**config.mk**
```make
export PLATFORM = sky130hd
export DESIGN_NAME = group_timed_light_off_timer_unit_flat
export DESIGN_NICKNAME = d
export VERILOG_FILES = /design/src/design/gtlot_pkg.sv /design/src/design/gtlot_item_if.sv /design/src/design/gtlot_result_if.sv /design/src/design/gtlot_cfg.sv /design/src/design/gtlot_ctrl.sv /design/src/design/gtlot_dp.sv /design/src/design/group_timed_light_off_timer_unit.sv /design/src/flat_wrapper.sv
export VERILOG_INCLUDE_DIRS = /design/src /design/src/design
export SDC_FILE = /design/constraint.sdc
export NUM_CORES = 1
export LEC_CHECK = 0
export ABC_AREA = 1
export ABC_CLOCK_PERIOD_IN_PS = 5200
export BUFFER_PORTS_ARGS = -buffer_cell sky130_fd_sc_hd__buf_4
export CORE_MARGIN = 8
export CORE_UTILIZATION = 30
export CTS_CLUSTER_SIZE = 12
export DETAILED_ROUTE_END_ITERATION = 10
export PLACE_DENSITY_LB_ADDON = 0.12
export SLEW_MARGIN = 20
export SYNTH_ARGS = -nofsm -noshare
export SYNTH_HDL_FRONTEND = slang
export SYNTH_SLANG_ARGS = --single-unit
export TNS_END_PERCENT = 50
```
**constraint.sdc**
```tcl
create_clock -name clk -period 5.2 [get_ports clk]
set_input_delay 0.26 -clock clk [delete_from_list [all_inputs] [get_ports clk]]
set_output_delay 0.26 -clock clk [all_outputs]
set_load 0.05 [all_outputs]
```
**src/design/group_timed_light_off_timer_unit_macros.svh**
```systemverilog
// ----------------------------------------------------------------------------
// group timed light off timer: assertion macros
// concurrent checks on clk, disabled while rst_n is low
// ----------------------------------------------------------------------------
`ifndef GROUP_TIMED_LIGHT_OFF_TIMER_UNIT_MACROS_SVH
`define GROUP_TIMED_LIGHT_OFF_TIMER_UNIT_MACROS_SVH

`ifndef SYNTHESIS

`define GTLOT_ASSERT_NEXT(label, ante, cons, msg) \
    label: assert property (@(posedge clk) disable iff (!rst_n) (ante) |=> (cons)) \
        else $error(msg);

`define GTLOT_ASSERT_NEVER(label, cond, msg) \
    label: assert property (@(posedge clk) disable iff (!rst_n) !(cond)) \
        else $error(msg);

`else

`define GTLOT_ASSERT_NEXT(label, ante, cons, msg)

`define GTLOT_ASSERT_NEVER(label, cond, msg)

`endif

`endif

```
**src/design/gtlot_pkg.sv**
```systemverilog
`timescale 1ns / 1ps
// ----------------------------------------------------------------------------
// gtlot_pkg
// shared types and constants of the group timed light off timer
// ----------------------------------------------------------------------------
package gtlot_pkg;

    localparam int OP_W     = 3;
    localparam int MASK_W   = 16;
    localparam int INDEX_W  = 4;
    localparam int DELAY_W  = 16;
    localparam int REPEAT_W = 8;
    localparam int MODE_W   = 2;
    localparam int ADDR_W   = 3;
    localparam int DATA_W   = 32;

    localparam logic [OP_W-1:0] OP_START   = 3'd0;
    localparam logic [OP_W-1:0] OP_TICK    = 3'd1;
    localparam logic [OP_W-1:0] OP_INHIBIT = 3'd2;
    localparam logic [OP_W-1:0] OP_RELOAD  = 3'd3;
    localparam logic [OP_W-1:0] OP_INIT    = 3'd4;

    localparam logic REG_REPEAT_PERIOD = 1'b0;
    localparam logic REG_OPERATIVE     = 1'b1;

    localparam logic [REPEAT_W-1:0] REPEAT_PERIOD_RST = 8'd30;
    localparam logic [MASK_W-1:0]   OPERATIVE_RST     = 16'd0;

    typedef enum logic [MODE_W-1:0] {
        MODE_OFF  = 2'd0,
        MODE_RUN  = 2'd1,
        MODE_STOP = 2'd2
    } mode_t;

    typedef struct packed {
        logic start;
        logic step;
        logic load_out;
    } cmd_t;

    typedef struct packed {
        logic last;
    } status_t;

endpackage

```
**src/design/gtlot_item_if.sv**
```systemverilog
`timescale 1ns / 1ps
// ----------------------------------------------------------------------------
// gtlot_item_if
// input item channel: valid/ready handshake with item payload
// ----------------------------------------------------------------------------
interface gtlot_item_if;
    logic                             valid;
    logic                             ready;
    logic [gtlot_pkg::OP_W-1:0]       op;
    logic [gtlot_pkg::MASK_W-1:0]     group_mask;
    logic [gtlot_pkg::INDEX_W-1:0]    group_index;
    logic [gtlot_pkg::DELAY_W-1:0]    delay_value;
    logic [gtlot_pkg::MASK_W-1:0]     presence_mask;
    logic [gtlot_pkg::MASK_W-1:0]     regulator_active_mask;

    modport source (
        output valid, op, group_mask, group_index, delay_value, presence_mask,
               regulator_active_mask,
        input  ready
    );

    modport sink (
        input  valid, op, group_mask, group_index, delay_value, presence_mask,
               regulator_active_mask,
        output ready
    );
endinterface

```
**src/design/gtlot_result_if.sv**
```systemverilog
`timescale 1ns / 1ps
// ----------------------------------------------------------------------------
// gtlot_result_if
// result channel: valid/ready handshake with result payload
// ----------------------------------------------------------------------------
interface gtlot_result_if;
    logic                             valid;
    logic                             ready;
    logic [gtlot_pkg::MASK_W-1:0]     on_mask;
    logic [gtlot_pkg::MASK_W-1:0]     off_mask;
    logic [gtlot_pkg::MASK_W-1:0]     refresh_mask;
    logic [gtlot_pkg::MODE_W-1:0]     query_mode;
    logic [gtlot_pkg::DELAY_W-1:0]    query_delay;
    logic [gtlot_pkg::REPEAT_W-1:0]   query_repeat;
    logic                             query_inhibited;

    modport source (
        output valid, on_mask, off_mask, refresh_mask, query_mode, query_delay,
               query_repeat, query_inhibited,
        input  ready
    );

    modport sink (
        input  valid, on_mask, off_mask, refresh_mask, query_mode, query_delay,
               query_repeat, query_inhibited,
        output ready
    );
endinterface

```
**src/design/gtlot_cfg.sv**
```systemverilog
`timescale 1ns / 1ps
// ----------------------------------------------------------------------------
// gtlot_cfg
// apb configuration registers: repeat period and operative groups
// ----------------------------------------------------------------------------
module gtlot_cfg (
    input  logic                              clk,
    input  logic                              rst_n,
    input  logic                              psel,
    input  logic                              penable,
    input  logic                              pwrite,
    input  logic [gtlot_pkg::ADDR_W-1:0]      paddr,
    input  logic [gtlot_pkg::DATA_W-1:0]      pwdata,
    output logic [gtlot_pkg::DATA_W-1:0]      prdata,
    output logic                              pready,
    output logic [gtlot_pkg::REPEAT_W-1:0]    repeat_period,
    output logic [gtlot_pkg::MASK_W-1:0]      operative_groups
);

    logic [gtlot_pkg::REPEAT_W-1:0] period_reg;
    logic [gtlot_pkg::REPEAT_W-1:0] period_next;
    logic [gtlot_pkg::MASK_W-1:0]   operative_reg;
    logic [gtlot_pkg::MASK_W-1:0]   operative_next;
    logic                           wr_en;

    assign wr_en  = psel && penable && pwrite;
    assign pready = 1'b1;

    always_comb
    begin
        period_next    = period_reg;
        operative_next = operative_reg;
        if (wr_en)
        begin
            case (paddr[2])
                gtlot_pkg::REG_REPEAT_PERIOD: period_next    = pwdata[gtlot_pkg::REPEAT_W-1:0];
                gtlot_pkg::REG_OPERATIVE:     operative_next = pwdata[gtlot_pkg::MASK_W-1:0];
                default: ;
            endcase
        end
    end

    always_ff @(posedge clk or negedge rst_n)
    begin
        if (!rst_n)
        begin
            period_reg    <= gtlot_pkg::REPEAT_PERIOD_RST;
            operative_reg <= gtlot_pkg::OPERATIVE_RST;
        end
        else
        begin
            period_reg    <= period_next;
            operative_reg <= operative_next;
        end
    end

    always_comb
    begin
        case (paddr[2])
            gtlot_pkg::REG_REPEAT_PERIOD:
                prdata = gtlot_pkg::DATA_W'(period_reg);
            gtlot_pkg::REG_OPERATIVE:
                prdata = gtlot_pkg::DATA_W'(operative_reg);
            default:
                prdata = '0;
        endcase
    end

    assign repeat_period    = period_reg;
    assign operative_groups = operative_reg;

endmodule

```
**src/design/gtlot_ctrl.sv**
```systemverilog
`timescale 1ns / 1ps
// ----------------------------------------------------------------------------
// gtlot_ctrl
// controller: accepts a transaction, sweeps all groups, hands off the result
// ----------------------------------------------------------------------------
module gtlot_ctrl (
    input  logic                clk,
    input  logic                rst_n,
    input  logic                in_valid,
    output logic                in_ready,
    output logic                out_valid,
    input  logic                out_ready,
    input  gtlot_pkg::status_t  status,
    output gtlot_pkg::cmd_t     cmd
);

    typedef enum logic [2:0] {
        S_IDLE  = 3'b001,
        S_SWEEP = 3'b010,
        S_FIN   = 3'b100
    } state_t;

    state_t state_reg;
    state_t state_next;
    logic   out_valid_reg;
    logic   out_valid_next;
    logic   out_free;

    assign out_free = !out_valid_reg || out_ready;

    always_comb
    begin
        state_next = state_reg;
        in_ready   = 1'b0;
        cmd        = '0;
        case (state_reg)
            S_IDLE:
            begin
                in_ready = 1'b1;
                if (in_valid)
                begin
                    cmd.start  = 1'b1;
                    state_next = S_SWEEP;
                end
            end
            S_SWEEP:
            begin
                cmd.step = 1'b1;
                if (status.last)
                    state_next = S_FIN;
            end
            S_FIN:
            begin
                if (out_free)
                begin
                    cmd.load_out = 1'b1;
                    state_next   = S_IDLE;
                end
            end
            default:
                state_next = S_IDLE;
        endcase
    end

    always_comb
    begin
        if (cmd.load_out)
            out_valid_next = 1'b1;
        else if (out_ready)
            out_valid_next = 1'b0;
        else
            out_valid_next = out_valid_reg;
    end

    always_ff @(posedge clk or negedge rst_n)
    begin
        if (!rst_n)
        begin
            state_reg     <= S_IDLE;
            out_valid_reg <= 1'b0;
        end
        else
        begin
            state_reg     <= state_next;
            out_valid_reg <= out_valid_next;
        end
    end

    assign out_valid = out_valid_reg;

endmodule

```
**src/design/gtlot_dp.sv**
```systemverilog
`timescale 1ns / 1ps
// ----------------------------------------------------------------------------
// gtlot_dp
// datapath: per-group state, one group updated per cycle, result registers
// ----------------------------------------------------------------------------
module gtlot_dp #(
    parameter int GROUPS = 16
) (
    input  logic                              clk,
    input  logic                              rst_n,
    input  gtlot_pkg::cmd_t                   cmd,
    output gtlot_pkg::status_t                status,
    input  logic [gtlot_pkg::OP_W-1:0]        op,
    input  logic [gtlot_pkg::MASK_W-1:0]      group_mask,
    input  logic [gtlot_pkg::INDEX_W-1:0]     group_index,
    input  logic [gtlot_pkg::DELAY_W-1:0]     delay_value,
    input  logic [gtlot_pkg::MASK_W-1:0]      presence_mask,
    input  logic [gtlot_pkg::MASK_W-1:0]      regulator_active_mask,
    input  logic [gtlot_pkg::REPEAT_W-1:0]    repeat_period,
    input  logic [gtlot_pkg::MASK_W-1:0]      operative_groups,
    output logic [gtlot_pkg::MASK_W-1:0]      on_mask,
    output logic [gtlot_pkg::MASK_W-1:0]      off_mask,
    output logic [gtlot_pkg::MASK_W-1:0]      refresh_mask,
    output logic [gtlot_pkg::MODE_W-1:0]      query_mode,
    output logic [gtlot_pkg::DELAY_W-1:0]     query_delay,
    output logic [gtlot_pkg::REPEAT_W-1:0]    query_repeat,
    output logic                              query_inhibited
);

    localparam int IDX_W = (GROUPS > 1) ? $clog2(GROUPS) : 1;
    localparam logic [IDX_W-1:0] IDX_LAST = IDX_W'(GROUPS - 1);

    // captured transaction
    logic [gtlot_pkg::OP_W-1:0]      op_reg;
    logic [GROUPS-1:0]               gmask_reg;
    logic [gtlot_pkg::INDEX_W-1:0]   gidx_reg;
    logic [gtlot_pkg::DELAY_W-1:0]   dval_reg;
    logic [GROUPS-1:0]               pres_reg;
    logic [GROUPS-1:0]               regact_reg;

    logic [IDX_W-1:0]                idx_reg;

    // per-group state
    gtlot_pkg::mode_t                mode_reg    [GROUPS];
    logic [gtlot_pkg::DELAY_W-1:0]   delay_reg   [GROUPS];
    logic [gtlot_pkg::REPEAT_W-1:0]  repeat_reg  [GROUPS];
    logic                            inhibit_reg [GROUPS];

    // accumulated masks and captured query
    logic [GROUPS-1:0]               on_acc_reg;
    logic [GROUPS-1:0]               off_acc_reg;
    logic [GROUPS-1:0]               ref_acc_reg;
    gtlot_pkg::mode_t                q_mode_reg;
    logic [gtlot_pkg::DELAY_W-1:0]   q_delay_reg;
    logic [gtlot_pkg::REPEAT_W-1:0]  q_repeat_reg;
    logic                            q_inh_reg;

    // result registers
    logic [gtlot_pkg::MASK_W-1:0]    on_out_reg;
    logic [gtlot_pkg::MASK_W-1:0]    off_out_reg;
    logic [gtlot_pkg::MASK_W-1:0]    ref_out_reg;
    logic [gtlot_pkg::MODE_W-1:0]    qmode_out_reg;
    logic [gtlot_pkg::DELAY_W-1:0]   qdelay_out_reg;
    logic [gtlot_pkg::REPEAT_W-1:0]  qrepeat_out_reg;
    logic                            qinh_out_reg;

    gtlot_pkg::mode_t                cur_mode;
    logic [gtlot_pkg::DELAY_W-1:0]   cur_delay;
    logic [gtlot_pkg::REPEAT_W-1:0]  cur_repeat;
    logic                            cur_inh;
    gtlot_pkg::mode_t                mode_next;
    logic [gtlot_pkg::DELAY_W-1:0]   delay_next;
    logic [gtlot_pkg::REPEAT_W-1:0]  repeat_next;
    logic                            inhibit_next;
    logic                            hit;
    logic                            off_req;
    logic                            on_bit;
    logic                            off_bit;
    logic                            ref_bit;

    assign status.last = (idx_reg == IDX_LAST);

    assign cur_mode   = mode_reg[idx_reg];
    assign cur_delay  = delay_reg[idx_reg];
    assign cur_repeat = repeat_reg[idx_reg];
    assign cur_inh    = inhibit_reg[idx_reg];
    assign hit        = (gtlot_pkg::INDEX_W'(idx_reg) == gidx_reg);

    always_comb
    begin
        mode_next    = cur_mode;
        delay_next   = cur_delay;
        repeat_next  = cur_repeat;
        inhibit_next = cur_inh;
        off_req      = 1'b0;
        on_bit       = 1'b0;
        off_bit      = 1'b0;
        ref_bit      = 1'b0;
        case (op_reg)
            gtlot_pkg::OP_START:
            begin
                if (gmask_reg[idx_reg] && cur_mode != gtlot_pkg::MODE_OFF)
                begin
                    on_bit       = 1'b1;
                    ref_bit      = regact_reg[idx_reg];
                    delay_next   = dval_reg;
                    inhibit_next = 1'b0;
                    mode_next    = gtlot_pkg::MODE_RUN;
                end
            end
            gtlot_pkg::OP_TICK:
            begin
                case (cur_mode)
                    gtlot_pkg::MODE_RUN:
                    begin
                        if (cur_delay != '0)
                            delay_next = cur_delay - gtlot_pkg::DELAY_W'(1);
                        else
                        begin
                            mode_next = gtlot_pkg::MODE_STOP;
                            off_req   = !cur_inh;
                        end
                    end
                    gtlot_pkg::MODE_STOP:
                    begin
                        if (cur_repeat != '0)
                            repeat_next = cur_repeat - gtlot_pkg::REPEAT_W'(1);
                        else
                        begin
                            off_req     = !cur_inh;
                            repeat_next = repeat_period;
                        end
                    end
                    default: ;
                endcase
            end
            gtlot_pkg::OP_INHIBIT:
            begin
                if (hit)
                    inhibit_next = 1'b1;
            end
            gtlot_pkg::OP_RELOAD:
            begin
                if (hit)
                    repeat_next = repeat_period;
            end
            gtlot_pkg::OP_INIT:
            begin
                mode_next    = operative_groups[idx_reg] ? gtlot_pkg::MODE_RUN
                                                         : gtlot_pkg::MODE_OFF;
                delay_next   = '0;
                repeat_next  = '0;
                inhibit_next = 1'b0;
            end
            default: ;
        endcase
        if (off_req)
        begin
            ref_bit = regact_reg[idx_reg];
            off_bit = !pres_reg[idx_reg];
        end
    end

    always_ff @(posedge clk or negedge rst_n)
    begin
        if (!rst_n)
        begin
            idx_reg <= '0;
            for (int g = 0; g < GROUPS; g++)
            begin
                mode_reg[g]    <= gtlot_pkg::MODE_OFF;
                delay_reg[g]   <= '0;
                repeat_reg[g]  <= '0;
                inhibit_reg[g] <= 1'b0;
            end
        end
        else if (cmd.start)
            idx_reg <= '0;
        else if (cmd.step)
        begin
            mode_reg[idx_reg]    <= mode_next;
            delay_reg[idx_reg]   <= delay_next;
            repeat_reg[idx_reg]  <= repeat_next;
            inhibit_reg[idx_reg] <= inhibit_next;
            idx_reg              <= status.last ? '0 : idx_reg + IDX_W'(1);
        end
    end

    always_ff @(posedge clk)
    begin
        if (cmd.start)
        begin
            op_reg       <= op;
            gmask_reg    <= group_mask[GROUPS-1:0];
            gidx_reg     <= group_index;
            dval_reg     <= delay_value;
            pres_reg     <= presence_mask[GROUPS-1:0];
            regact_reg   <= regulator_active_mask[GROUPS-1:0];
            on_acc_reg   <= '0;
            off_acc_reg  <= '0;
            ref_acc_reg  <= '0;
            q_mode_reg   <= gtlot_pkg::MODE_OFF;
            q_delay_reg  <= '0;
            q_repeat_reg <= '0;
            q_inh_reg    <= 1'b0;
        end
        else if (cmd.step)
        begin
            on_acc_reg[idx_reg]  <= on_bit;
            off_acc_reg[idx_reg] <= off_bit;
            ref_acc_reg[idx_reg] <= ref_bit;
            if (hit)
            begin
                q_mode_reg   <= mode_next;
                q_delay_reg  <= delay_next;
                q_repeat_reg <= repeat_next;
                q_inh_reg    <= inhibit_next;
            end
        end
    end

    always_ff @(posedge clk)
    begin
        if (cmd.load_out)
        begin
            on_out_reg      <= gtlot_pkg::MASK_W'(on_acc_reg);
            off_out_reg     <= gtlot_pkg::MASK_W'(off_acc_reg);
            ref_out_reg     <= gtlot_pkg::MASK_W'(ref_acc_reg);
            qmode_out_reg   <= q_mode_reg;
            qdelay_out_reg  <= q_delay_reg;
            qrepeat_out_reg <= q_repeat_reg;
            qinh_out_reg    <= q_inh_reg;
        end
    end

    assign on_mask         = on_out_reg;
    assign off_mask        = off_out_reg;
    assign refresh_mask    = ref_out_reg;
    assign query_mode      = qmode_out_reg;
    assign query_delay     = qdelay_out_reg;
    assign query_repeat    = qrepeat_out_reg;
    assign query_inhibited = qinh_out_reg;

endmodule

```
**src/design/group_timed_light_off_timer_unit.sv**
```systemverilog
`timescale 1ns / 1ps
// ----------------------------------------------------------------------------
// group_timed_light_off_timer_unit
// timed light off timer for up to GROUPS lighting groups
// ----------------------------------------------------------------------------
// in_ch carries one command transaction (start, tick, inhibit, reload, init)
// with its masks, group index and delay; out_ch returns exactly one result
// transaction per command: on/off/refresh masks and the state of the group
// named by group_index after the command.
// apb port: repeat_period at byte 0, operative_groups at byte 4; write only
// while no transaction is in flight.
// sequence: a transaction is taken in idle, then one group is visited per
// cycle in the sweep, then the finish state loads the result register once
// it is free; no new transaction is taken until the block is back in idle.
// reset clears all groups to not operative with zero counters and flags,
// loads repeat_period 30 and operative_groups 0, and drops out valid.
// a stalled receiver holds the result register; the block then finishes the
// sweep and waits before loading the next result, taking no new transaction.
// ----------------------------------------------------------------------------
`include "group_timed_light_off_timer_unit_macros.svh"

module group_timed_light_off_timer_unit #(
    parameter int GROUPS = 16
) (
    input  logic                              clk,
    input  logic                              rst_n,
    gtlot_item_if.sink                        in_ch,
    gtlot_result_if.source                    out_ch,
    input  logic                              psel,
    input  logic                              penable,
    input  logic                              pwrite,
    input  logic [gtlot_pkg::ADDR_W-1:0]      paddr,
    input  logic [gtlot_pkg::DATA_W-1:0]      pwdata,
    output logic [gtlot_pkg::DATA_W-1:0]      prdata,
    output logic                              pready
);

    gtlot_pkg::cmd_t                 ctrl_cmd;
    gtlot_pkg::status_t              dp_status;
    logic [gtlot_pkg::REPEAT_W-1:0]  repeat_period;
    logic [gtlot_pkg::MASK_W-1:0]    operative_groups;

    gtlot_cfg u_cfg (
        .clk              (clk),
        .rst_n            (rst_n),
        .psel             (psel),
        .penable          (penable),
        .pwrite           (pwrite),
        .paddr            (paddr),
        .pwdata           (pwdata),
        .prdata           (prdata),
        .pready           (pready),
        .repeat_period    (repeat_period),
        .operative_groups (operative_groups)
    );

    gtlot_ctrl u_ctrl (
        .clk       (clk),
        .rst_n     (rst_n),
        .in_valid  (in_ch.valid),
        .in_ready  (in_ch.ready),
        .out_valid (out_ch.valid),
        .out_ready (out_ch.ready),
        .status    (dp_status),
        .cmd       (ctrl_cmd)
    );

    gtlot_dp #(
        .GROUPS (GROUPS)
    ) u_dp (
        .clk                   (clk),
        .rst_n                 (rst_n),
        .cmd                   (ctrl_cmd),
        .status                (dp_status),
        .op                    (in_ch.op),
        .group_mask            (in_ch.group_mask),
        .group_index           (in_ch.group_index),
        .delay_value           (in_ch.delay_value),
        .presence_mask         (in_ch.presence_mask),
        .regulator_active_mask (in_ch.regulator_active_mask),
        .repeat_period         (repeat_period),
        .operative_groups      (operative_groups),
        .on_mask               (out_ch.on_mask),
        .off_mask              (out_ch.off_mask),
        .refresh_mask          (out_ch.refresh_mask),
        .query_mode            (out_ch.query_mode),
        .query_delay           (out_ch.query_delay),
        .query_repeat          (out_ch.query_repeat),
        .query_inhibited       (out_ch.query_inhibited)
    );

    `GTLOT_ASSERT_NEXT(a_accept_starts_sweep, in_ch.valid && in_ch.ready, ctrl_cmd.step,
        "sweep did not follow an accepted transaction")
    `GTLOT_ASSERT_NEVER(a_no_result_overwrite, ctrl_cmd.load_out && out_ch.valid && !out_ch.ready,
        "result register overwritten while stalled")
    `GTLOT_ASSERT_NEVER(a_no_accept_in_sweep, in_ch.ready && ctrl_cmd.step,
        "input ready during group sweep")

endmodule

```
**src/flat_wrapper.sv**
```systemverilog
// flat-port wrapper written by rule: the top's interface ports become plain ports
module group_timed_light_off_timer_unit_flat 
#(
    parameter int GROUPS = 16
)
  (clk, rst_n, psel, penable, pwrite, paddr, pwdata, prdata, pready, in_ch_valid, in_ch_op, in_ch_group_mask, in_ch_group_index, in_ch_delay_value, in_ch_presence_mask, in_ch_regulator_active_mask, in_ch_ready, out_ch_valid, out_ch_on_mask, out_ch_off_mask, out_ch_refresh_mask, out_ch_query_mode, out_ch_query_delay, out_ch_query_repeat, out_ch_query_inhibited, out_ch_ready);
  gtlot_item_if in_ch_i ();
  gtlot_result_if out_ch_i ();
  input  logic clk;
  input  logic rst_n;
  input  logic psel;
  input  logic penable;
  input  logic pwrite;
  input  logic [gtlot_pkg::ADDR_W-1:0] paddr;
  input  logic [gtlot_pkg::DATA_W-1:0] pwdata;
  output logic [gtlot_pkg::DATA_W-1:0] prdata;
  output logic pready;
  input wire logic [$bits(in_ch_i.valid)-1:0] in_ch_valid;
  input wire logic [$bits(in_ch_i.op)-1:0] in_ch_op;
  input wire logic [$bits(in_ch_i.group_mask)-1:0] in_ch_group_mask;
  input wire logic [$bits(in_ch_i.group_index)-1:0] in_ch_group_index;
  input wire logic [$bits(in_ch_i.delay_value)-1:0] in_ch_delay_value;
  input wire logic [$bits(in_ch_i.presence_mask)-1:0] in_ch_presence_mask;
  input wire logic [$bits(in_ch_i.regulator_active_mask)-1:0] in_ch_regulator_active_mask;
  output wire logic [$bits(in_ch_i.ready)-1:0] in_ch_ready;
  output wire logic [$bits(out_ch_i.valid)-1:0] out_ch_valid;
  output wire logic [$bits(out_ch_i.on_mask)-1:0] out_ch_on_mask;
  output wire logic [$bits(out_ch_i.off_mask)-1:0] out_ch_off_mask;
  output wire logic [$bits(out_ch_i.refresh_mask)-1:0] out_ch_refresh_mask;
  output wire logic [$bits(out_ch_i.query_mode)-1:0] out_ch_query_mode;
  output wire logic [$bits(out_ch_i.query_delay)-1:0] out_ch_query_delay;
  output wire logic [$bits(out_ch_i.query_repeat)-1:0] out_ch_query_repeat;
  output wire logic [$bits(out_ch_i.query_inhibited)-1:0] out_ch_query_inhibited;
  input wire logic [$bits(out_ch_i.ready)-1:0] out_ch_ready;
  assign in_ch_i.valid = in_ch_valid;
  assign in_ch_i.op = in_ch_op;
  assign in_ch_i.group_mask = in_ch_group_mask;
  assign in_ch_i.group_index = in_ch_group_index;
  assign in_ch_i.delay_value = in_ch_delay_value;
  assign in_ch_i.presence_mask = in_ch_presence_mask;
  assign in_ch_i.regulator_active_mask = in_ch_regulator_active_mask;
  assign in_ch_ready = in_ch_i.ready;
  assign out_ch_valid = out_ch_i.valid;
  assign out_ch_on_mask = out_ch_i.on_mask;
  assign out_ch_off_mask = out_ch_i.off_mask;
  assign out_ch_refresh_mask = out_ch_i.refresh_mask;
  assign out_ch_query_mode = out_ch_i.query_mode;
  assign out_ch_query_delay = out_ch_i.query_delay;
  assign out_ch_query_repeat = out_ch_i.query_repeat;
  assign out_ch_query_inhibited = out_ch_i.query_inhibited;
  assign out_ch_i.ready = out_ch_ready;
  group_timed_light_off_timer_unit #(.GROUPS(GROUPS)) u_core (.clk(clk), .rst_n(rst_n), .in_ch(in_ch_i), .out_ch(out_ch_i), .psel(psel), .penable(penable), .pwrite(pwrite), .paddr(paddr), .pwdata(pwdata), .prdata(prdata), .pready(pready));
endmodule
```
==> impl_metrics.yaml, run 1 <==
status:
  status: "finished clean"
floorplan:
  dieArea_um2: 117500
  core-area_um2: 106500
  row_count: 120
  ioPinCount: 223
  dieWidth_um: 342.8
  die_y_um: 342.8
  initial_core_util: 0.3009
cts:
  clock_latency_ns: 0.68
  h-tree-depth: 3
  cts-root-buf: "clkbuf_16"
  clockBufferDepth: 3
  cts.sinks: 685
  cts_made_buffers: 83
  clkTransAtPathRegs_ns: 0.06
  cts_tree: "yes"
timing:
  rsz0062_at_grt: "no"
  worst_pin_slew_ns: 1.138
  fin_tns_setup_ns: 0
  fin_crit_ns: 4.414
  finalHoldViolCount: 0
  finalCritPeriodShare: 0.8488
  max_freq_mhz: 226.6
  finalSetupViolCount: 0
  slew_violations: 0
  slew_headroom: 0.2363
  finClkSkew_ns: 0.03310
synth:
  synth_ff_type: "dfrtp_1"
  synth-edff-count: 146
  yosysTopAreaCell: "dfrtp_1"
  ys_seq_elements: 685
  ys_top_cells_by_area: "dfrtp_1, nand2_1, edfxtp_1"
  seq_area_frac_synth: 0.5464
  synthArstFlopShare: 0.6774
  syn_area_um2: 32030
  syn_inst: 3975
  synth_top_area_frac: 0.3586
  synth_warnings: 0
  avgSynthCellArea_um2: 8.059
  synth.distinct_cells: 43
final_layout:
  largest_reg_flops: 256
  fin_nets: 4293
  drive_above_1_share: 0.1143
  final_cell_mix: "nand2_1, dfrtp_1, inv_1, o21ai_0, buf_4"
  antennaDiodeCount: 0
  layout_commonest_cell: "nand2_1"
  syn_to_final_growth_pct: 19.37
  fin_util: 0.3592
setup_path:
  required_ns: 5.71
  timing.rr.start: "u_core.u_dp.idx_reg[0]$_DFFE_PN0P_"
  r2r_slack_ns: 0.79
  crit_path_start_kind: "register"
  arrival_ns: 4.92
  path_cells: "inv_6 > buf_4 > o21ai_0 > o22ai_1 > nand2_1 > nand2_1 > inv_1 > nand2_1 > inv_1 > ha_1 > nand2_1 > nor2_1 > nand2_2 > inv_1 > nand2_1 > nand3_1 > nand2_1 > nand3_1 > nand2_1 > o21ai_0"
  timing.critical_path.mode_cell: "nand2_1"
  worstRegToRegCells: 20
  setup.worst_path.end_class: "register"
  max_stage_delay_ns: 0.64
  slowest_stage: "nand3_1"
  path_max_fanout: 80
  worstSetupPathType: "register to register"
  timing.rr.end: "u_core.u_dp.repeat_reg[78]$_DFFE_PN0P_"
place:
  hpwlAfterDp_mm: 64.57
  place.gp.congestion: 0.8273
  portBuffers: 187
grt:
  grt_overflow: 0
  antenna_found_initial: 0
  grt_max_degree: 143
  grt_usage: 0.1810
  grt_pass1_wl_mm: 163.3
  grt_pass1_vias: 25880
route:
  drt_iter0_drc: 1781
  wl_per_cell_um: 19.07
  vias: 26210
  postRouteAntennaNets: 0
  first_pass_iters: 5
  finalWirelength_mm: 107.5
  route.detailed.drc: 0
  viasPerCell: 4.648
run:
  maxCapViolCount: 0
pwr:
  p_leak_nw: 18.32
  ir_worst_vdd_v: 0.0003153
  powerDensity_nw_per_um2: 526.2
  power_mw: 20.12
min_path:
  hold_path_class: "primary input to async pin"
-- worst max-delay path, delay by kind of cell, from the launching register on --
family / cells / cell delay [ns]
buffers and inverters: 5 / 1.09
adder cells (fa/ha/maj): 1 / 0.23
AND/OR/NAND/NOR: 11 / 1.92
AO/OA/AOI/OAI: 3 / 0.34
flip-flops: 1 / 0.52
-- through the flow --
step / setup WS (ns) / cell area, µm² / cells / hold WS (ns)
floorplan: 0.3724 / 32090 / 3990 / -0.03559
detailed placement: 0.9028 / 34670 / 5396 / 0.2958
CTS: 0.8719 / 38210 / 5638 / 0.1687
finish: 0.7862 / 38240 / 5639 / 0.1680
global placement: 0.8773 / 34670 / 5396 / 0.2972
global route: 0.4953 / 38240 / 5639 / 0.1938
-- synth_stat cells (8+ instances only) --
cell type  count
a21oi_1       83
nor2_1       206
clkbuf_1     101
o21ai_1      139
o211ai_1      34
nand4_1       23
mux2_2         8
o21a_1        18
a31oi_1       19
o22ai_1       22
buf_6         25
nor2_2        21
buf_4         48
nand2_1     1535
inv_1        378
o21bai_1       9
o21ai_0      292
edfxtp_1     146
nand2_2       13
ha_1          11
nand3_1      152
a22oi_1       12
inv_2          9
a21oi_2       10
clkinv_1      11
dfxtp_1       75
buf_2         70
dfrtp_1      459
-- report_power, final --
| part | switching, mW | total, mW | internal [mW] |
|---|---|---|---|
| Combinational | 5.58 | 7.73 | 2.15 |
| Clock | 2.41 | 5.65 | 3.24 |
| Sequential | 0.377 | 6.74 | 6.36 |
-- layer usage --
layer,GRT usage,vias to the layer above,wire length [µm]
met2,0.3004,526,50310
met1,0.2445,12580,49600
li1,-,12970,-
met3,0.02749,137,4640
met4,0.05240,0,2982
met5,0,-,0
-- worst max-delay path by stage --
stage          slack (ns)                                      end                              startpoint  depth (start not counted)
2_1_floorplan        0.37   u_core.u_dp.q_mode_reg[1]$_SDFFE_PP0P_  u_core.u_ctrl.state_reg[0]$_DFFE_PN1P_                          9
3_3_place_gp         0.88    u_core.u_dp.delay_reg[24]$_DFFE_PN0P_      u_core.u_dp.idx_reg[0]$_DFFE_PN0P_                         15
3_5_place_dp         0.90  u_core.u_dp.repeat_reg[118]$_DFFE_PN0P_      u_core.u_dp.idx_reg[0]$_DFFE_PN0P_                         20
4_1_cts              0.87   u_core.u_dp.repeat_reg[78]$_DFFE_PN0P_      u_core.u_dp.idx_reg[0]$_DFFE_PN0P_                         20
5_1_grt              0.50   u_core.u_dp.repeat_reg[78]$_DFFE_PN0P_      u_core.u_dp.idx_reg[0]$_DFFE_PN0P_                         20
6_report             0.79   u_core.u_dp.repeat_reg[78]$_DFFE_PN0P_      u_core.u_dp.idx_reg[0]$_DFFE_PN0P_                         20
-- layout make-up --
class                           instances  area [µm²]
Sequential cell                       685       17510
Clock inverter                         29       260.3
Tap cell                             1403        1755
Timing Repair Buffer                  345        2968
Multi-Input combinational cell       2656       11870
Clock buffer                          123        2379
Inverter                              398        1501
Fill cell                           11020       68210
-- cells by family (layout without fill, tap and decap cells) --
family / Yosys count / in the layout / share of synthesized area
AOI/OAI and AO/OA: 647 / 647 / 0.1112
xor gates and xnor gates: 7 / 7 / 0.001914
adders and majority gates: 11 / 11 / 0.004296
buffers and inverters: 649 / 895 / 0.09026
DFF: 685 / 685 / 0.5464
muxes: 8 / 8 / 0.002812
other: 2 / 17 / 0.0002344
and+or+nand+nor: 1966 / 1966 / 0.2429
-- repair_timing --
action	CTS	global route
setup buffers	0	0
hold endpoints to repair	161	0
gates resized for setup	0	0
hold buffers	90	0
(Power assumes the default switching activity.)
==> run 2: changes to the inputs <==
ABC_CLOCK_PERIOD_IN_PS = 3900   (was 5200)
clock period = 3.9 ns   (was 5.2 ns; I/O delays follow)
==> run 2 against run 1 <==
Core utilization grew 1.1 points. Critical path depth shrank 7. Critical endpoint is now u_core.u_dp.q_inh_reg$_SDFFE_PP0P_. First-iteration DRC count grew 8.5%. Clock skew grew 0.0012 ns. Hold slack gained 0.035 ns.
==> impl_metrics.yaml, run 2 (same netlist as run 1, synthesis figures left out) <==
status:
  status: "finished clean"
route:
  finalWirelength_mm: 110.2
  postRouteAntennaNets: 0
  route.detailed.drc: 0
  vias: 26540
  viasPerCell: 4.631
  drt_iter0_drc: 1932
  first_pass_iters: 6
  wl_per_cell_um: 19.23
timing:
  slew_headroom: 0.2721
  finClkSkew_ns: 0.03435
  rsz0062_at_grt: "no"
  slew_violations: 0
  finalCritPeriodShare: 0.9242
  fin_crit_ns: 3.605
  max_freq_mhz: 277.4
  finalHoldViolCount: 0
  worst_pin_slew_ns: 1.091
  finalSetupViolCount: 0
  fin_tns_setup_ns: 0
final_layout:
  largest_reg_flops: 256
  final_cell_mix: "nand2_1, dfrtp_1, inv_1, buf_4, o21ai_0"
  layout_commonest_cell: "nand2_1"
  drive_above_1_share: 0.1342
  syn_to_final_growth_pct: 23.08
  antennaDiodeCount: 0
  fin_nets: 4381
  fin_util: 0.3704
grt:
  grt_max_degree: 100
  grt_overflow: 0
  grt_pass1_vias: 26110
  grt_pass1_wl_mm: 167.2
  antenna_found_initial: 2
  grt_usage: 0.1855
setup_path:
  path_cells: "buf_12 > buf_4 > o21ai_0 > o22ai_1 > nand2_1 > nand4_1 > nand2_1 > nand2_1 > inv_1 > o21ai_1 > nand2_1 > o21bai_1 > inv_1"
  setup.worst_path.end_class: "register"
  worstSetupPathType: "register to register"
  max_stage_delay_ns: 0.46
  required_ns: 4.46
  path_max_fanout: 45
  slowest_stage: "dfrtp_4"
  crit_path_start_kind: "register"
  arrival_ns: 4.16
  timing.critical_path.mode_cell: "nand2_1"
cts:
  cts_tree: "yes"
  h-tree-depth: 3
  clockBufferDepth: 3
  cts_made_buffers: 84
  clock_latency_ns: 0.68
  cts.sinks: 685
  clkTransAtPathRegs_ns: 0.06
  cts-root-buf: "clkbuf_16"
floorplan:
  die_y_um: 342.8
  dieArea_um2: 117500
  core-area_um2: 106500
  ioPinCount: 223
  dieWidth_um: 342.8
  row_count: 120
  initial_core_util: 0.3009
place:
  portBuffers: 187
  hpwlAfterDp_mm: 69.10
  place.gp.congestion: 0.8262
pwr:
  powerDensity_nw_per_um2: 722.6
  p_clk_frac: 0.285
  p_switching_mw: 11.50
  ir_worst_vdd_v: 0.0003486
  seqPwrFrac: 0.315
  p_leak_nw: 18.95
  power_frac_comb: 0.399
  p_int_mw: 16.99
  p_sw_frac: 0.4036
min_path:
  hold_path_class: "primary input to async pin"
run:
  maxCapViolCount: 0
[run 2: worst max-delay path: cells and delay by family (launching register included)]
family,cells,cell delay [ns]
compound gates,4,0.97
flops,1,0.46
simple gates,5,1.14
buf+inv,4,0.83
[run 2: worst paths after layout]
check / from / to / slack [ns] / depth (start not counted)
min in group clk: in_ch_delay_value[0] / u_core.u_dp.dval_reg[0]$_DFFE_PP_ / 0.24 / 2
max in group asynchronous: rst_n / u_core.u_dp.repeat_reg[107]$_DFFE_PN0P_ / 2.61 / 4
worst max register to register: u_core.u_dp.idx_reg[1]$_DFFE_PN0P_ / u_core.u_dp.q_inh_reg$_SDFFE_PP0P_ / 0.30 / 13
worst min register to register: u_core.u_dp.on_acc_reg[11]$_SDFFE_PP0P_ / u_core.u_dp.on_mask[11]$_DFFE_PP_ / 0.42 / 0
worst min-delay path: rst_n / u_core.u_cfg.operative_groups[2]$_DFFE_PN0P_ / 0.20 / 2
worst max-delay path: u_core.u_dp.idx_reg[1]$_DFFE_PN0P_ / u_core.u_dp.q_inh_reg$_SDFFE_PP0P_ / 0.30 / 13
[run 2: area by class of cell]
class | count | area [µm²]
clock buffer | 118 | 2360
multi-input combinational | 2656 | 11910
inverter | 398 | 1501
timing repair buffer | 432 | 3891
tap | 1403 | 1755
clock inverter | 39 | 501.7
sequential | 685 | 17510
fill | 11040 | 67030
[run 2: power by group through the flow]
stage | logic [mW] | registers, mW | clock network [mW]
4_1_cts | 11.4 | 8.99 | 8.35
5_1_grt | 12.7 | 9.11 | 8.62
3_3_place_gp | 11.3 | 9.10 | 0
6_report | 11.4 | 8.98 | 8.13
2_1_floorplan | 7.35 | 8.94 | 0
3_5_place_dp | 11.3 | 9.11 | 0
[run 2: metal layers]
metal / global-route usage / part of all wire / wire [µm]
met5: 0 / 0 / 0
met4: 0.04916 / 0.025 / 2799
met3: 0.02518 / 0.044 / 4863
met2: 0.3105 / 0.47 / 52130
met1: 0.2518 / 0.46 / 50380
[run 2: what timing repair did]
| item | in CTS | in global routing |
|---|---|---|
| setup endpoints to repair | 0 | 56 |
| hold endpoints to repair | 185 | 0 |
| gates resized for setup | 0 | 5 |
| setup buffers | 0 | 0 |
| hold buffers | 91 | 0 |
[run 2: per-stage QoR]
stage | hold WS (ns) | setup slack, ns | power (mW) | std cells | cell area (µm²)
CTS | 0.1922 | 0.1868 | 28.79 | 5731 | 39390
finish | 0.2032 | 0.2955 | 28.49 | 5731 | 39430
global route | 0.2166 | 0.01998 | 30.40 | 5731 | 39430
global placement | 0.3538 | 0.2107 | 20.41 | 5483 | 35620
floorplan | -0.1006 | 0.4030 | 16.29 | 3990 | 32110
detailed placement | 0.3392 | 0.2343 | 20.42 | 5483 | 35620
==> run 3: changes to the inputs <==
ABC_AREA = default   (was 1)
==> run 3 against run 2 <==
The run now ends with setup timing left. Maximum frequency is 8.8% lower. Global-route usage is 0.90 points lower. Clock-buffer cell count rose by 1. Hold slack gained 0.019 ns. Synthesized cell count shrank 37%. Sequential cell count unchanged. Core utilization grew 2.3 points. Area after synthesis is 7.9% lower. Power shrank 15%. Final cell count is 25% lower. Clock skew decreased by 0.0048 ns. Via count down 19%.
==> impl_metrics.yaml, run 3 <==
status:
  status: "finished with violations"
  violations: "setup timing"
synth:
  ys_seq_elements: 685
  synthTopCellsByCount: "dfrtp_1, nand2_1, nor2_1"
  yosysMostFrequentCell: "dfrtp_1"
  syn_inst: 2511
  synthArstFlopShare: 0.6774
  yosysTopAreaCell: "dfrtp_1"
  avgSynthCellArea_um2: 11.74
  synth.distinct_cells: 86
  synth_top_area_frac: 0.3895
  synth_ff_type: "dfrtp_1"
  ys_top_cells_by_area: "dfrtp_1, edfxtp_1, mux4_2"
  seq_area_frac_synth: 0.5936
  synth_warnings: 0
  synth-edff-count: 146
  syn_area_um2: 29490
final_layout:
  syn_to_final_growth_pct: 30.61
  largest_reg_flops: 256
  final_cell_mix: "dfrtp_1, buf_4, nand2_1, nor2_1, a21oi_1"
  fin_nets: 3056
  antennaDiodeCount: 0
  drive_above_1_share: 0.2953
  final_cells: 4287
  fin_util: 0.3936
  layout_commonest_cell: "dfrtp_1"
  nFillCells: 9418
setup_path:
  arrival_ns: 4.47
  timing.critical_path.mode_cell: "buf_4"
  setup.worst_path.end_class: "register"
  timing.rr.end: "u_core.u_dp.delay_reg[1]$_DFFE_PN0P_"
  required_ns: 4.41
  crit_path_start_kind: "register"
  slowest_stage: "or4_4"
  path_cells: "buf_8 > buf_16 > buf_4 > mux4_2 > a22o_1 > nor2_1 > buf_4 > or4b_1 > or4_4 > buf_6 > nor3b_4 > a211oi_4 > buf_12 > clkbuf_16 > a21oi_2"
  path_max_fanout: 9
  max_stage_delay_ns: 0.61
  r2r_slack_ns: -0.05
  worstRegToRegCells: 15
  timing.rr.start: "u_core.u_dp.idx_reg[0]$_DFFE_PN0P_"
  worstSetupPathType: "register to register"
route:
  vias: 21580
  first_pass_iters: 6
  postRouteAntennaNets: 0
  wl_per_cell_um: 22.85
  finalWirelength_mm: 97.94
  drt_iter0_drc: 1482
  viasPerCell: 5.033
  route.detailed.drc: 0
cts:
  h-tree-depth: 3
  clockBufferDepth: 3
  clock_latency_ns: 0.64
  cts_made_buffers: 81
  cts-root-buf: "clkbuf_16"
  cts_tree: "yes"
  clkTransAtPathRegs_ns: 0.06
  cts.sinks: 685
floorplan:
  ioPinCount: 223
  die_y_um: 329.5
  dieWidth_um: 329.5
  row_count: 115
  core-area_um2: 97840
  dieArea_um2: 108600
  initial_core_util: 0.3014
timing:
  max_freq_mhz: 253.0
  fin_tns_setup_ns: -0.9390
  finalCritPeriodShare: 1.013
  rsz0062_at_grt: "yes"
  fin_crit_ns: 3.952
  finClkSkew_ns: 0.02951
  worst_pin_slew_ns: 0.9379
  slew_headroom: 0.3747
  finalHoldViolCount: 0
  slew_violations: 0
  finalSetupViolCount: 39
  fin_ws_ns: -0.05197
grt:
  grt_max_degree: 102
  antenna_found_initial: 1
  grt_pass1_vias: 21840
  grt_pass1_wl_mm: 144.0
  grt_overflow: 0
  grt_usage: 0.1765
place:
  dp.cells: 3998
  portBuffers: 187
  hpwlAfterDp_mm: 64.52
  place.gp.congestion: 0.8498
  preCtsSetupSlack_ns: -0.3350
pwr:
  power_mw: 24.19
  powerDensity_nw_per_um2: 628.1
  p_leak_nw: 15.86
  ir_worst_vdd_v: 0.0004192
run:
  maxCapViolCount: 0
min_path:
  hold_path_class: "primary input to async pin"
run 3: kinds of logic after synthesis:
| group | Yosys count | share of synthesized area |
|---|---|---|
| fa+ha+maj | 11 | 0.004667 |
| compound gates | 662 | 0.1322 |
| other cells | 2 | 0.0002547 |
| mux | 180 | 0.1214 |
| flops | 685 | 0.5936 |
| xor+xnor | 6 | 0.001782 |
| buf+inv | 226 | 0.03696 |
| simple gates | 739 | 0.1091 |
run 3: routing by layer:
metal  global-route usage  up-vias  part of all wire
met2               0.2950      587              0.48
met5                    0        -                 0
met1               0.2363    10970              0.44
met3              0.03126      134             0.052
li1                     -     9891                 -
met4              0.04619        0             0.024
run 3: worst max-delay path: cells and delay by family, from the launching register on:
| kind | cells | cell delay (ns) |
|---|---|---|
| buffers and inverters | 7 | 1.08 |
| AND/OR/NAND/NOR | 4 | 1.33 |
| AO/OA/AOI/OAI | 3 | 0.49 |
| multiplexers | 1 | 0.41 |
| flip-flops | 1 | 0.50 |
run 3: layout make-up:
cell class | count | area, µm² | area share
Inverter | 16 | 62.56 | 0.001624
Multi-Input combinational cell | 1615 | 11550 | 0.2999
Sequential cell | 685 | 17510 | 0.4547
Timing Repair Buffer | 533 | 5061 | 0.1314
Clock buffer | 119 | 2395 | 0.06218
Tap cell | 1287 | 1610 | 0.04181
Clock inverter | 32 | 322.8 | 0.008381
run 3: stage by stage:
step / hold slack, ns / instance area (µm²)
3_5_place_dp: 0.3469 / 33790
5_1_grt: 0.2343 / 38520
3_3_place_gp: 0.3315 / 33790
2_1_floorplan: -0.1006 / 29830
6_report: 0.2226 / 38520
4_1_cts: 0.2130 / 37710
run 3: power breakdown:
part	switching, mW	internal [mW]
clock network	3.04	4.60
registers	0.355	7.94
logic	4.67	3.58
total	8.06	16.1
run 3: worst max-delay path by stage:
| stage | start | end | slack (ns) | depth (start not counted) |
|---|---|---|---|---|
| after floorplan | u_core.u_dp.idx_reg[0]$_DFFE_PN0P_ | u_core.u_dp.delay_reg[42]$_DFFE_PN0P_ | -0.76 | 19 |
| after global placement | u_core.u_dp.idx_reg[0]$_DFFE_PN0P_ | u_core.u_dp.off_acc_reg[0]$_SDFFE_PP0P_ | -0.34 | 13 |
| after detailed placement | u_core.u_dp.idx_reg[0]$_DFFE_PN0P_ | u_core.u_dp.off_acc_reg[4]$_SDFFE_PP0P_ | -0.34 | 13 |
| after CTS | u_core.u_dp.idx_reg[0]$_DFFE_PN0P_ | u_core.u_dp.delay_reg[234]$_DFFE_PN0P_ | -0.07 | 14 |
| after global routing | u_core.u_dp.idx_reg[0]$_DFFE_PN0P_ | u_core.u_dp.delay_reg[145]$_DFFE_PN0P_ | -0.12 | 13 |
| final | u_core.u_dp.idx_reg[0]$_DFFE_PN0P_ | u_core.u_dp.delay_reg[1]$_DFFE_PN0P_ | -0.05 | 15 |
run 3: repair_timing:
action	CTS	global route
gates resized for setup	47	97
pin swaps	14	17
setup buffers	11	30
cloned	3	7
setup endpoints to repair	298	395
endpoints found under the hold margin	188	0
hold buffers	90	0
